==> src/sv/svle_pkg.sv <==
package svle_pkg;

    localparam int VALUE_W = 32;
    localparam int INDEX_W = 5;
    localparam int TOTAL_W = 6;

    typedef logic signed [VALUE_W-1:0] value_t;

    typedef enum logic [2:0] {
        ACT_APPEND = 3'd0,
        ACT_INSERT = 3'd1,
        ACT_DELETE = 3'd2,
        ACT_SORT   = 3'd3,
        ACT_READ   = 3'd4
    } action_t;

    typedef enum logic [1:0] {
        ST_OK        = 2'd0,
        ST_NOT_FOUND = 2'd1,
        ST_FULL      = 2'd2,
        ST_BAD_INDEX = 2'd3
    } status_t;

endpackage

==> src/sv/sorted_value_list_engine.sv <==
// Channel   | Signals                          | Word
// ----------+----------------------------------+------------------------------------------
// s_axis    | tvalid tready tdata[39:0] tuser  | tdata: item_value, read_index; tuser: action
// m_axis    | tvalid tready tdata[71:0] tuser  | tdata: read_value, entry_total, value_sum;
//           |                                  | tuser: status
//
// Append, read, insert on a full list, sort of 0-1 entries, unused actions: no walk.
// Insert and delete walk the list through the single read port.
// Sort: bubble passes until one makes no swap (at most count passes), then finish.
// Reset clears count, sum and control; memory is not cleared.
// One item at a time; the next word is taken while a result waits in the output
// register, and a finished item holds until that register is free.
module sorted_value_list_engine #(
    parameter int CAPACITY = 32
) (
    input  logic        clk,
    input  logic        rst_n,
    input  logic        s_axis_tvalid,
    output logic        s_axis_tready,
    input  logic [39:0] s_axis_tdata,   // [31:0] item_value, [36:32] read_index
    input  logic [2:0]  s_axis_tuser,   // [2:0] action
    output logic        m_axis_tvalid,
    input  logic        m_axis_tready,
    output logic [71:0] m_axis_tdata,   // [31:0] read_value, [37:32] entry_total,
                                        // [69:38] value_sum
    output logic [1:0]  m_axis_tuser    // [1:0] status
);
    import svle_pkg::*;

    localparam int AW = (CAPACITY > 1) ? $clog2(CAPACITY) : 1;
    localparam int CW = $clog2(CAPACITY + 1);

    typedef enum logic [2:0] {
        S_IDLE   = 3'b001,
        S_WALK   = 3'b010,
        S_FINISH = 3'b100
    } state_t;

    state_t          state_reg, state_next;
    action_t         op_reg, op_next;
    value_t          val_reg, val_next;
    logic [CW-1:0]   idx_reg, idx_next;
    value_t          carry_reg, carry_next;
    logic            found_reg, found_next;
    logic            swapped_reg, swapped_next;
    logic [CW-1:0]   count_reg, count_next;
    value_t          sum_reg, sum_next;
    status_t         status_reg, status_next;
    logic            rdok_reg, rdok_next;

    logic            m_valid_reg, m_valid_next;
    status_t         m_status_reg;
    value_t          m_rdval_reg;
    logic [TOTAL_W-1:0] m_total_reg;
    value_t          m_sum_reg;
    logic            m_load;

    value_t          mem [CAPACITY];
    value_t          rd_data_reg;
    logic            mem_we, mem_re;
    logic [AW-1:0]   mem_waddr, mem_raddr;
    value_t          mem_wdata;

    action_t         in_action;
    value_t          in_value;
    logic [INDEX_W-1:0] in_index;
    logic            at_end, full, out_free;

    assign in_action = action_t'(s_axis_tuser);
    assign in_value  = value_t'(s_axis_tdata[31:0]);
    assign in_index  = s_axis_tdata[36:32];

    assign at_end   = (idx_reg == count_reg);
    assign full     = (count_reg == CW'(CAPACITY));
    assign out_free = !m_valid_reg || m_axis_tready;

    assign s_axis_tready = (state_reg == S_IDLE);

    // Walks write at idx or idx-1 and read idx+1 (or 0 on a new sort pass while
    // writing count-1 >= 1), so a read never meets a write to the same entry.
    always_ff @(posedge clk)
    begin
        if (mem_we)
        begin
            mem[mem_waddr] <= mem_wdata;
        end
        if (mem_re)
        begin
            rd_data_reg <= mem[mem_raddr];
        end
    end

    always_comb
    begin
        state_next   = state_reg;
        op_next      = op_reg;
        val_next     = val_reg;
        idx_next     = idx_reg;
        carry_next   = carry_reg;
        found_next   = found_reg;
        swapped_next = swapped_reg;
        count_next   = count_reg;
        sum_next     = sum_reg;
        status_next  = status_reg;
        rdok_next    = rdok_reg;
        mem_we       = 1'b0;
        mem_waddr    = '0;
        mem_wdata    = val_reg;
        mem_re       = 1'b0;
        mem_raddr    = '0;
        m_load       = 1'b0;

        case (state_reg)
            S_IDLE:
            begin
                if (s_axis_tvalid)
                begin
                    op_next      = in_action;
                    val_next     = in_value;
                    idx_next     = '0;
                    found_next   = 1'b0;
                    swapped_next = 1'b0;
                    status_next  = ST_OK;
                    rdok_next    = 1'b0;
                    state_next   = S_FINISH;
                    case (in_action)
                        ACT_APPEND:
                        begin
                            if (full)
                            begin
                                status_next = ST_FULL;
                            end
                            else
                            begin
                                mem_we     = 1'b1;
                                mem_waddr  = AW'(count_reg);
                                mem_wdata  = in_value;
                                count_next = count_reg + CW'(1);
                                sum_next   = sum_reg + in_value;
                            end
                        end
                        ACT_INSERT:
                        begin
                            if (full)
                            begin
                                status_next = ST_FULL;
                            end
                            else
                            begin
                                mem_re     = 1'b1;
                                state_next = S_WALK;
                            end
                        end
                        ACT_DELETE:
                        begin
                            mem_re     = 1'b1;
                            state_next = S_WALK;
                        end
                        ACT_SORT:
                        begin
                            if (count_reg > CW'(1))
                            begin
                                mem_re     = 1'b1;
                                state_next = S_WALK;
                            end
                        end
                        ACT_READ:
                        begin
                            if (int'(in_index) < int'(count_reg))
                            begin
                                mem_re    = 1'b1;
                                mem_raddr = AW'(in_index);
                                rdok_next = 1'b1;
                            end
                            else
                            begin
                                status_next = ST_BAD_INDEX;
                            end
                        end
                        default:
                        begin
                        end
                    endcase
                end
            end

            S_WALK:
            begin
                // rd_data_reg holds mem[idx_reg] while idx_reg < count
                if (!at_end)
                begin
                    mem_re    = 1'b1;
                    mem_raddr = AW'(idx_reg + CW'(1));
                    idx_next  = idx_reg + CW'(1);
                end
                case (op_reg)
                    ACT_INSERT:
                    begin
                        if (at_end)
                        begin
                            mem_we     = 1'b1;
                            mem_waddr  = AW'(idx_reg);
                            mem_wdata  = found_reg ? carry_reg : val_reg;
                            count_next = count_reg + CW'(1);
                            sum_next   = sum_reg + val_reg;
                            state_next = S_FINISH;
                        end
                        else if (found_reg || (rd_data_reg < val_reg))
                        begin
                            // shift everything from the insertion point one place down
                            mem_we     = 1'b1;
                            mem_waddr  = AW'(idx_reg);
                            mem_wdata  = found_reg ? carry_reg : val_reg;
                            carry_next = rd_data_reg;
                            found_next = 1'b1;
                        end
                    end
                    ACT_DELETE:
                    begin
                        if (at_end)
                        begin
                            if (found_reg)
                            begin
                                count_next = count_reg - CW'(1);
                                sum_next   = sum_reg - val_reg;
                            end
                            else
                            begin
                                status_next = ST_NOT_FOUND;
                            end
                            state_next = S_FINISH;
                        end
                        else if (found_reg)
                        begin
                            mem_we    = 1'b1;
                            mem_waddr = AW'(idx_reg - CW'(1));
                            mem_wdata = rd_data_reg;
                        end
                        else if (rd_data_reg == val_reg)
                        begin
                            found_next = 1'b1;
                        end
                    end
                    ACT_SORT:
                    begin
                        // bubble pass: carry the smaller value toward the tail
                        if (at_end)
                        begin
                            mem_we    = 1'b1;
                            mem_waddr = AW'(idx_reg - CW'(1));
                            mem_wdata = carry_reg;
                            if (swapped_reg)
                            begin
                                mem_re       = 1'b1;
                                mem_raddr    = '0;
                                idx_next     = '0;
                                swapped_next = 1'b0;
                            end
                            else
                            begin
                                state_next = S_FINISH;
                            end
                        end
                        else if (idx_reg == '0)
                        begin
                            carry_next = rd_data_reg;
                        end
                        else
                        begin
                            mem_we    = 1'b1;
                            mem_waddr = AW'(idx_reg - CW'(1));
                            if (rd_data_reg > carry_reg)
                            begin
                                mem_wdata    = rd_data_reg;
                                swapped_next = 1'b1;
                            end
                            else
                            begin
                                mem_wdata  = carry_reg;
                                carry_next = rd_data_reg;
                            end
                        end
                    end
                    default:
                    begin
                        state_next = S_FINISH;
                    end
                endcase
            end

            S_FINISH:
            begin
                if (out_free)
                begin
                    m_load     = 1'b1;
                    state_next = S_IDLE;
                end
            end

            default:
            begin
                state_next = S_IDLE;
            end
        endcase
    end

    always_comb
    begin
        if (m_load)
        begin
            m_valid_next = 1'b1;
        end
        else if (m_axis_tready)
        begin
            m_valid_next = 1'b0;
        end
        else
        begin
            m_valid_next = m_valid_reg;
        end
    end

    always_ff @(posedge clk or negedge rst_n)
    begin
        if (!rst_n)
        begin
            state_reg   <= S_IDLE;
            count_reg   <= '0;
            sum_reg     <= '0;
            m_valid_reg <= 1'b0;
        end
        else
        begin
            state_reg   <= state_next;
            count_reg   <= count_next;
            sum_reg     <= sum_next;
            m_valid_reg <= m_valid_next;
        end
    end

    always_ff @(posedge clk)
    begin
        op_reg      <= op_next;
        val_reg     <= val_next;
        idx_reg     <= idx_next;
        carry_reg   <= carry_next;
        found_reg   <= found_next;
        swapped_reg <= swapped_next;
        status_reg  <= status_next;
        rdok_reg    <= rdok_next;
        if (m_load)
        begin
            m_status_reg <= status_reg;
            m_rdval_reg  <= rdok_reg ? rd_data_reg : '0;
            m_total_reg  <= TOTAL_W'(count_reg);
            m_sum_reg    <= sum_reg;
        end
    end

    assign m_axis_tvalid = m_valid_reg;
    assign m_axis_tdata  = {2'b00, m_sum_reg, m_total_reg, m_rdval_reg};
    assign m_axis_tuser  = m_status_reg;

endmodule

==> config.mk <==
export PLATFORM = sky130hd
export DESIGN_NAME = sorted_value_list_engine
export DESIGN_NICKNAME = d
export VERILOG_FILES = /design/src/sv/svle_pkg.sv /design/src/sv/sorted_value_list_engine.sv
export SDC_FILE = /design/constraint.sdc
export NUM_CORES = 2
export LEC_CHECK = 0
export BUFFER_PORTS_ARGS = -buffer_cell sky130_fd_sc_hd__buf_4
export CAP_MARGIN = 25
export CORE_ASPECT_RATIO = 1.75
export CORE_UTILIZATION = 40
export CTS_CLUSTER_DIAMETER = 120
export DETAILED_ROUTE_END_ITERATION = 8
export GPL_ROUTABILITY_DRIVEN = 0
export HOLD_SLACK_MARGIN = 0.1
export PLACE_DENSITY = 0.63
export SLEW_MARGIN = 10
export SYNTH_ARGS = -nofsm -noshare
export SYNTH_HDL_FRONTEND = slang
export SYNTH_SLANG_ARGS = --single-unit
==> constraint.sdc <==
create_clock -name clk -period 5.69 [get_ports clk]
set_input_delay 0.8535 -clock clk [delete_from_list [all_inputs] [get_ports clk]]
set_output_delay 0.8535 -clock clk [all_outputs]
set_load 0.1 [all_outputs]
* Yosys cells after proc, flatten, opt, wreduce, memory -nomap -nowiden
Memories as Yosys holds them, arrays and structs flattened. A register that Yosys moved wholly into a read port is not among the register bits.
Cells that the tools add are included.
** Cells by class
- Reductions and logical operators :: 18
- Equal/unequal tests :: 37
- Muxes and demuxes :: 117
- Add/sub/neg operators :: 7
- Order comparisons :: 4
** Operators by type and width (count)
- two-way mux 32 bit :: 22
- case mux 32 bit (2 select lines) :: 4
- case mux 32 bit (3 select lines) :: 1
- two-way mux 5 bit :: 16
- two-way mux 6 bit :: 11
- adder 32 bit :: 2
- != test 3 bit, second input constant :: 12
- case mux 6 bit (2 select lines) :: 3
- == test 32 bit :: 1
- greater-than comparator 32 bit :: 1
- < comparator 32 bit :: 1
- two-way mux 1 bit :: 32
- subtractor 32 bit :: 1
- two-way mux 3 bit :: 7
- case mux 5 bit (2 select lines) :: 2
- != test 2 bit, second input constant :: 9
- case mux 3 bit (3 select lines) :: 2
- == test 3 x 2 -> 1 bit, second input constant :: 5
- case mux 5 bit (3 select lines) :: 1
- AND reduction 5 bit :: 3
- adder 6 x 1 -> 6 bit, second input constant :: 2
- two-way mux 2 bit :: 6
- AND reduction 6 bit :: 2
- case mux 1 bit (2 select lines) :: 5
- 22 further kinds :: 32
** Storage, ports and cells
- Output and inout bits :: 76
- RAM bits :: 1024
- Word-level logic and storage cells :: 200
- Memories :: 1
- Input port bits :: 47
- Flip-flop bits (word level) :: 192
** Memories
- mem :: depth 32, width 32, rd ports 1, clocked after Yosys merged registers in 1, write ports 1, line sorted_value_list_engine.sv:58 : value_t mem [CAPACITY];

* Depth between registers and ports, before layout
- Depth after elaboration :: 8
- Depth in mapped cells :: 20
- Mapped depth without buffers :: 19

* Worst setup path after synthesis
OpenSTA, ideal clock, no wires.
- Path type :: register -> register
- From :: register state_reg[0]
- To :: memory mem[27][0] (netlist bit) (enable)
- Required time :: 5.269 ns
- Setup slack :: 0.022 ns
- Arrival time :: 5.247 ns
- Cell stages (with the launch flop) :: 10
- Period minus slack after synthesis :: 5.668 ns
- Library setup time :: 0.421 ns
- Path buffers :: 1
- Path through :: dfstp_2 nor3b_2 nand2_1 nor4_1 and2_1 clkbuf_1 a21oi_1 o31ai_1 or3b_2 nor2_1
** On the way
- Cells in the longest elaborated chain, start to end :: 4
- Elaborated cells between the ends (all ways) :: 6
- Those cells by class :: 2 x eq/ne; 4 x mux
** RTL lines
- start, declared :: line sorted_value_list_engine.sv:39 : state_t state_reg, state_next;
- start signal, assigned :: line sorted_value_list_engine.sv:334 : state_reg <= state_next;
- == test 3 x 1 -> 1 bit (*)
- named net s_axis_tready :: line sorted_value_list_engine.sv:19 : output logic s_axis_tready,
- case mux 1 bit (2 select lines) :: line sorted_value_list_engine.sv:113 : case (state_reg)
- two-way mux 1 bit :: line sorted_value_list_engine.sv:83 : if (mem_we)
- two-way mux 1 bit (not written as such) :: line sorted_value_list_engine.sv:85 : mem[mem_waddr] <= mem_wdata;
- end, declared :: line sorted_value_list_engine.sv:58
The timed path passes the listed nets; every way through them passes the cells marked *.

* Final worst setup path
- From :: register val_reg[15]
- To :: memory mem[8][13] (netlist bit) (enable)
** On the way
- Cells in the longest elaborated chain, start to end :: 8
- Elaborated cells between the ends (all ways) :: 12
- Those cells by class :: 1 x order compare; 10 x mux; 1 x reduce/logical
** RTL lines
- start, declared :: line sorted_value_list_engine.sv:41 : value_t val_reg, val_next;
- start signal, assigned :: line sorted_value_list_engine.sv:344 : val_reg <= val_next;
- < comparator 32 bit (*) :: line sorted_value_list_engine.sv:208 : else if (found_reg || (rd_data_reg < val_reg))
- logical OR 1 bit (*) :: line sorted_value_list_engine.sv:208
- two-way mux 1 bit :: line sorted_value_list_engine.sv:208
- two-way mux 1 bit :: line sorted_value_list_engine.sv:199 : if (at_end)
- case mux 1 bit (3 select lines) :: line sorted_value_list_engine.sv:196 : case (op_reg)
- case mux 1 bit (2 select lines) :: line sorted_value_list_engine.sv:113
- two-way mux 1 bit :: line sorted_value_list_engine.sv:83
- two-way mux 1 bit (not written as such) :: line sorted_value_list_engine.sv:85
Mark *: on every way between the ends. The rest lies on a longest branch, timed or not.

==> impl_results.md <==
* Overall global routing resource usage at 23.2%
* Final net count at 4,420
* Starting density of the core at 40.3%
* Worst path bufs/invs at 2
* Post-route setup TNS at 0 ns
* Worst-case vdd ir drop at 0.000261 V
* Sequential-to-total area share from yosys stat at 68.1%
* Hold-fix buffers at CTS at 0
* Worst hold path class: primary input to asynchronous set/reset pin
* First-pass iteration count of the detailed router at 6
* Actual transition at the worst max-transition pin at 1.06 ns
* Number of port buffers at 117
* Drt wl/cell at 26.0 um
* Run status: finished, final reports clean
* Area of the die at 138,000 sq um
* Standard-cell row count at 179
* Slew headroom at 29.1%
* Mapped Area at 54,800 sq um
* Clock sink count at 1,248
* Fraction of layout instances using a drive strength above 1 at 17.9%
* HPWL Detailed at 105,000 um
* Kind of cell with the highest combined delay on the critical path: simple AND/OR/NAND/NOR gates
* Category of the critical setup timing path: flop to flop
* Number of warnings reported in the yosys synthesis log at 0
* Cell at the root of the clock tree: sky130_fd_sc_hd__clkbuf_16
* Gate count of the mapped netlist at 4,048
* Flip-flop count of the largest register, all copies and words added at 1,024
* Worst clock skew at 0.0415 ns
* Global-route wire length before repair at 235,000 um
* Io pins at 123
* Avg Synthesized Cell Area at 13.5 sq um
* Fillers at 11,703
* Leading area contributor after synthesis: sky130_fd_sc_hd__edfxtp_1
* Critical path data arrival time at 5.94 ns
* Final setup viols at 0
* Type of element capturing the critical path: flop
* Final-report hold violation count at 0
* Number of CTS-inserted buffers at 102
* Reg clk slew, reported paths at 0.09 ns
* Most common flop cell mapped by yosys: sky130_fd_sc_hd__edfxtp_1
* Largest fanout on the critical path at 30
* Width of the die at 282 um
* Number of vias in the routed layout at 35,768
* Insertion delay to the later sink of the worst-skew pair at 0.74 ns
* Depth of the CTS H-tree at 3
* EDFF count, synth at 1,206
* Number of DRC violations after detailed routing at 0
* Final worst path period need at 5.56 ns
* Core box area at 136,000 sq um
* Register with the highest flop count: mem
* Critical path, cell by cell: inv_1 > ha_1 > nand4_1 > nor4_1 > a21boi_0 > nand4bb_1 > a21oi_1 > mux2_2 > a31oi_1 > nand2_1 > nor2_4 > buf_12
* Number of max-cap violations at 0
* Fmax at 180 MHz
* Data required time at the worst endpoint at 6.07 ns
* Most area-consuming cells after synthesis: sky130_fd_sc_hd__edfxtp_1, sky130_fd_sc_hd__mux4_2, sky130_fd_sc_hd__nand2_1
* Antenna-violating nets left at 0
* Maximum number of pins on one net before global-route repair at 100
* CP max-delay cell: sky130_fd_sc_hd__nor4_1
* Setup repair after global routing missed its margin: false
* Async set-reset flop share out of synthesis at 3.37%
* Startpoint class of the critical path: flop
* Reg-to-reg slack, setup at 0.13 ns
* Overall overflow remaining after global route at 0
* Chip Height at 491 um
* Antenna violations before repair at 9
* Fin util at 46.6%
* R2r endpoint: mem[8][13]$_DFFE_PP_
* Number of DRC violations after detailed-routing iteration 0 at 3,304
* Buffer levels on the longest clock path at 3
* Power per standard cell area at 366 nW/um^2
* Post-CTS Setup Bufs at 0
* Overall power consumption at 23.2 mW
* Post-cts repair resize count at 0
* Flip-flop and latch count after synthesis at 1,248
* Cell leakage power at 21.6 nW
* Vias per cell at 5.80
* Area share of the leading cell type in the synthesized netlist at 66.1%
* Number of distinct library cells after synthesis at 81
* Delay of the slowest cell on the worst path at 0.74 ns
* Clock tree from TritonCTS: built
* Cells on worst reg2reg path at 12
* Synthesis-to-finish area growth at 15.7%
* Fin. max-slew vios at 0
* Period utilisation layout at 97.7%
* Wirelength, routed at 160,000 um
* Vias in the first global route at 35,777
* Worst r2r src: val_reg[15]$_DFFE_PP_
-- kinds of logic (layout without fill, tap and decap cells) --
group / Yosys count / count (layout) / synth area share, %
other: 1 / 7 / 0.00685
adder cells (fa/ha/maj): 108 / 108 / 2.48
flip-flops: 1248 / 1248 / 68.1
AND/OR/NAND/NOR: 1457 / 1457 / 12.0
AO/OA/AOI/OAI: 683 / 683 / 8.03
XOR/XNOR: 88 / 88 / 1.41
multiplexers: 136 / 136 / 5.42
buffers and inverters: 327 / 628 / 2.60
-- metrics by stage --
| step | worst slack [ns] | std cells | instance area [sq um] | hold slack [ns] |
|---|---|---|---|---|
| 2_1_floorplan | 0.0216 | 4049 | 54800 | 0.400 |
| 3_3_place_gp | 0.147 | 5969 | 59800 | 0.401 |
| 3_5_place_dp | 0.225 | 5971 | 59800 | 0.407 |
| 4_1_cts | 0.275 | 6160 | 63300 | 0.125 |
| 5_1_grt | 0.156 | 6164 | 63300 | 0.156 |
| 6_report | 0.131 | 6165 | 63300 | 0.142 |
-- per-layer routing --
| layer | wire [um] | global-route usage, % |
|---|---|---|
| met1 | 53900 | 24.6 |
| met2 | 85600 | 42.5 |
| met3 | 10100 | 3.71 |
| met4 | 10600 | 14.1 |
| met5 | 55 | 0 |
-- layout make-up --
| cell class | count | area [sq um] | area share (%) |
|---|---|---|---|
| Clock buffer | 125 | 2780 | 4.39 |
| Multi-Input combinational cell | 2474 | 16800 | 26.5 |
| Antenna cell | 5 | 12.5 | 0.0198 |
| Timing Repair Buffer | 340 | 3160 | 4.99 |
| Tap cell | 1810 | 2260 | 3.58 |
| Inverter | 99 | 372 | 0.587 |
| Sequential cell | 1248 | 37300 | 58.8 |
| Clock inverter | 64 | 713 | 1.13 |
-- Yosys cell counts (32+ instances only) --
master,instances
sky130_fd_sc_hd__edfxtp_1,1206
sky130_fd_sc_hd__nand2_1,710
sky130_fd_sc_hd__nand3_1,283
sky130_fd_sc_hd__a21oi_1,241
sky130_fd_sc_hd__nor2_1,161
sky130_fd_sc_hd__mux4_2,128
sky130_fd_sc_hd__clkbuf_1,127
sky130_fd_sc_hd__ha_1,107
sky130_fd_sc_hd__inv_1,97
sky130_fd_sc_hd__o21ai_0,93
sky130_fd_sc_hd__nor4_1,79
sky130_fd_sc_hd__buf_2,74
sky130_fd_sc_hd__nor3_1,70
sky130_fd_sc_hd__xnor2_1,66
sky130_fd_sc_hd__dfrtp_1,41
sky130_fd_sc_hd__a211oi_1,40
sky130_fd_sc_hd__and2_1,38
sky130_fd_sc_hd__o21a_1,35
sky130_fd_sc_hd__o221ai_1,35
sky130_fd_sc_hd__o22ai_1,34
sky130_fd_sc_hd__o32ai_1,32
-- report_power, final --
| group | switching (mW) | internal, mW | leakage (nW) | total [mW] |
|---|---|---|---|---|
| combinational | 3.01 | 1.47 | 8.39 | 4.48 |
| sequential | 0.338 | 10.9 | 11.5 | 11.2 |
| clock | 3.33 | 4.12 | 1.72 | 7.45 |
| total | 6.68 | 16.5 | 21.6 | 23.2 |
-- layout by cell type, fill, tap and decap left out, types with 37 or more instances in the layout --
cell type / count
sky130_fd_sc_hd__dfrtp_1: 41
sky130_fd_sc_hd__nand2_1: 706
sky130_fd_sc_hd__edfxtp_1: 1206
sky130_fd_sc_hd__a21oi_1: 240
sky130_fd_sc_hd__xnor2_1: 66
sky130_fd_sc_hd__buf_4: 291
sky130_fd_sc_hd__clkbuf_16: 105
sky130_fd_sc_hd__nor4_1: 74
sky130_fd_sc_hd__buf_12: 48
sky130_fd_sc_hd__nor3_1: 69
sky130_fd_sc_hd__and2_1: 37
sky130_fd_sc_hd__nand3_1: 283
sky130_fd_sc_hd__o21ai_0: 90
sky130_fd_sc_hd__ha_1: 107
sky130_fd_sc_hd__inv_1: 97
sky130_fd_sc_hd__mux4_2: 128
sky130_fd_sc_hd__nor2_1: 126
-- how the worst max path moves through the flow --
stage                                         from                 endpoint  cells after the start
after floorplan           state_reg[0]$_DFFE_PN1P_     mem[27][0]$_DFFE_PP_                      9
after global placement             s_axis_tdata[1]  sum_reg[29]$_DFFE_PN0P_                     19
after detailed placement           s_axis_tdata[1]  sum_reg[29]$_DFFE_PN0P_                     19
after CTS                    val_reg[15]$_DFFE_PP_     mem[8][13]$_DFFE_PP_                     12
after global routing          val_reg[4]$_DFFE_PP_  sum_reg[29]$_DFFE_PN0P_                     19
final                        val_reg[15]$_DFFE_PP_     mem[8][13]$_DFFE_PP_                     12
No activity file was read; power rests on OpenSTA's default activity.
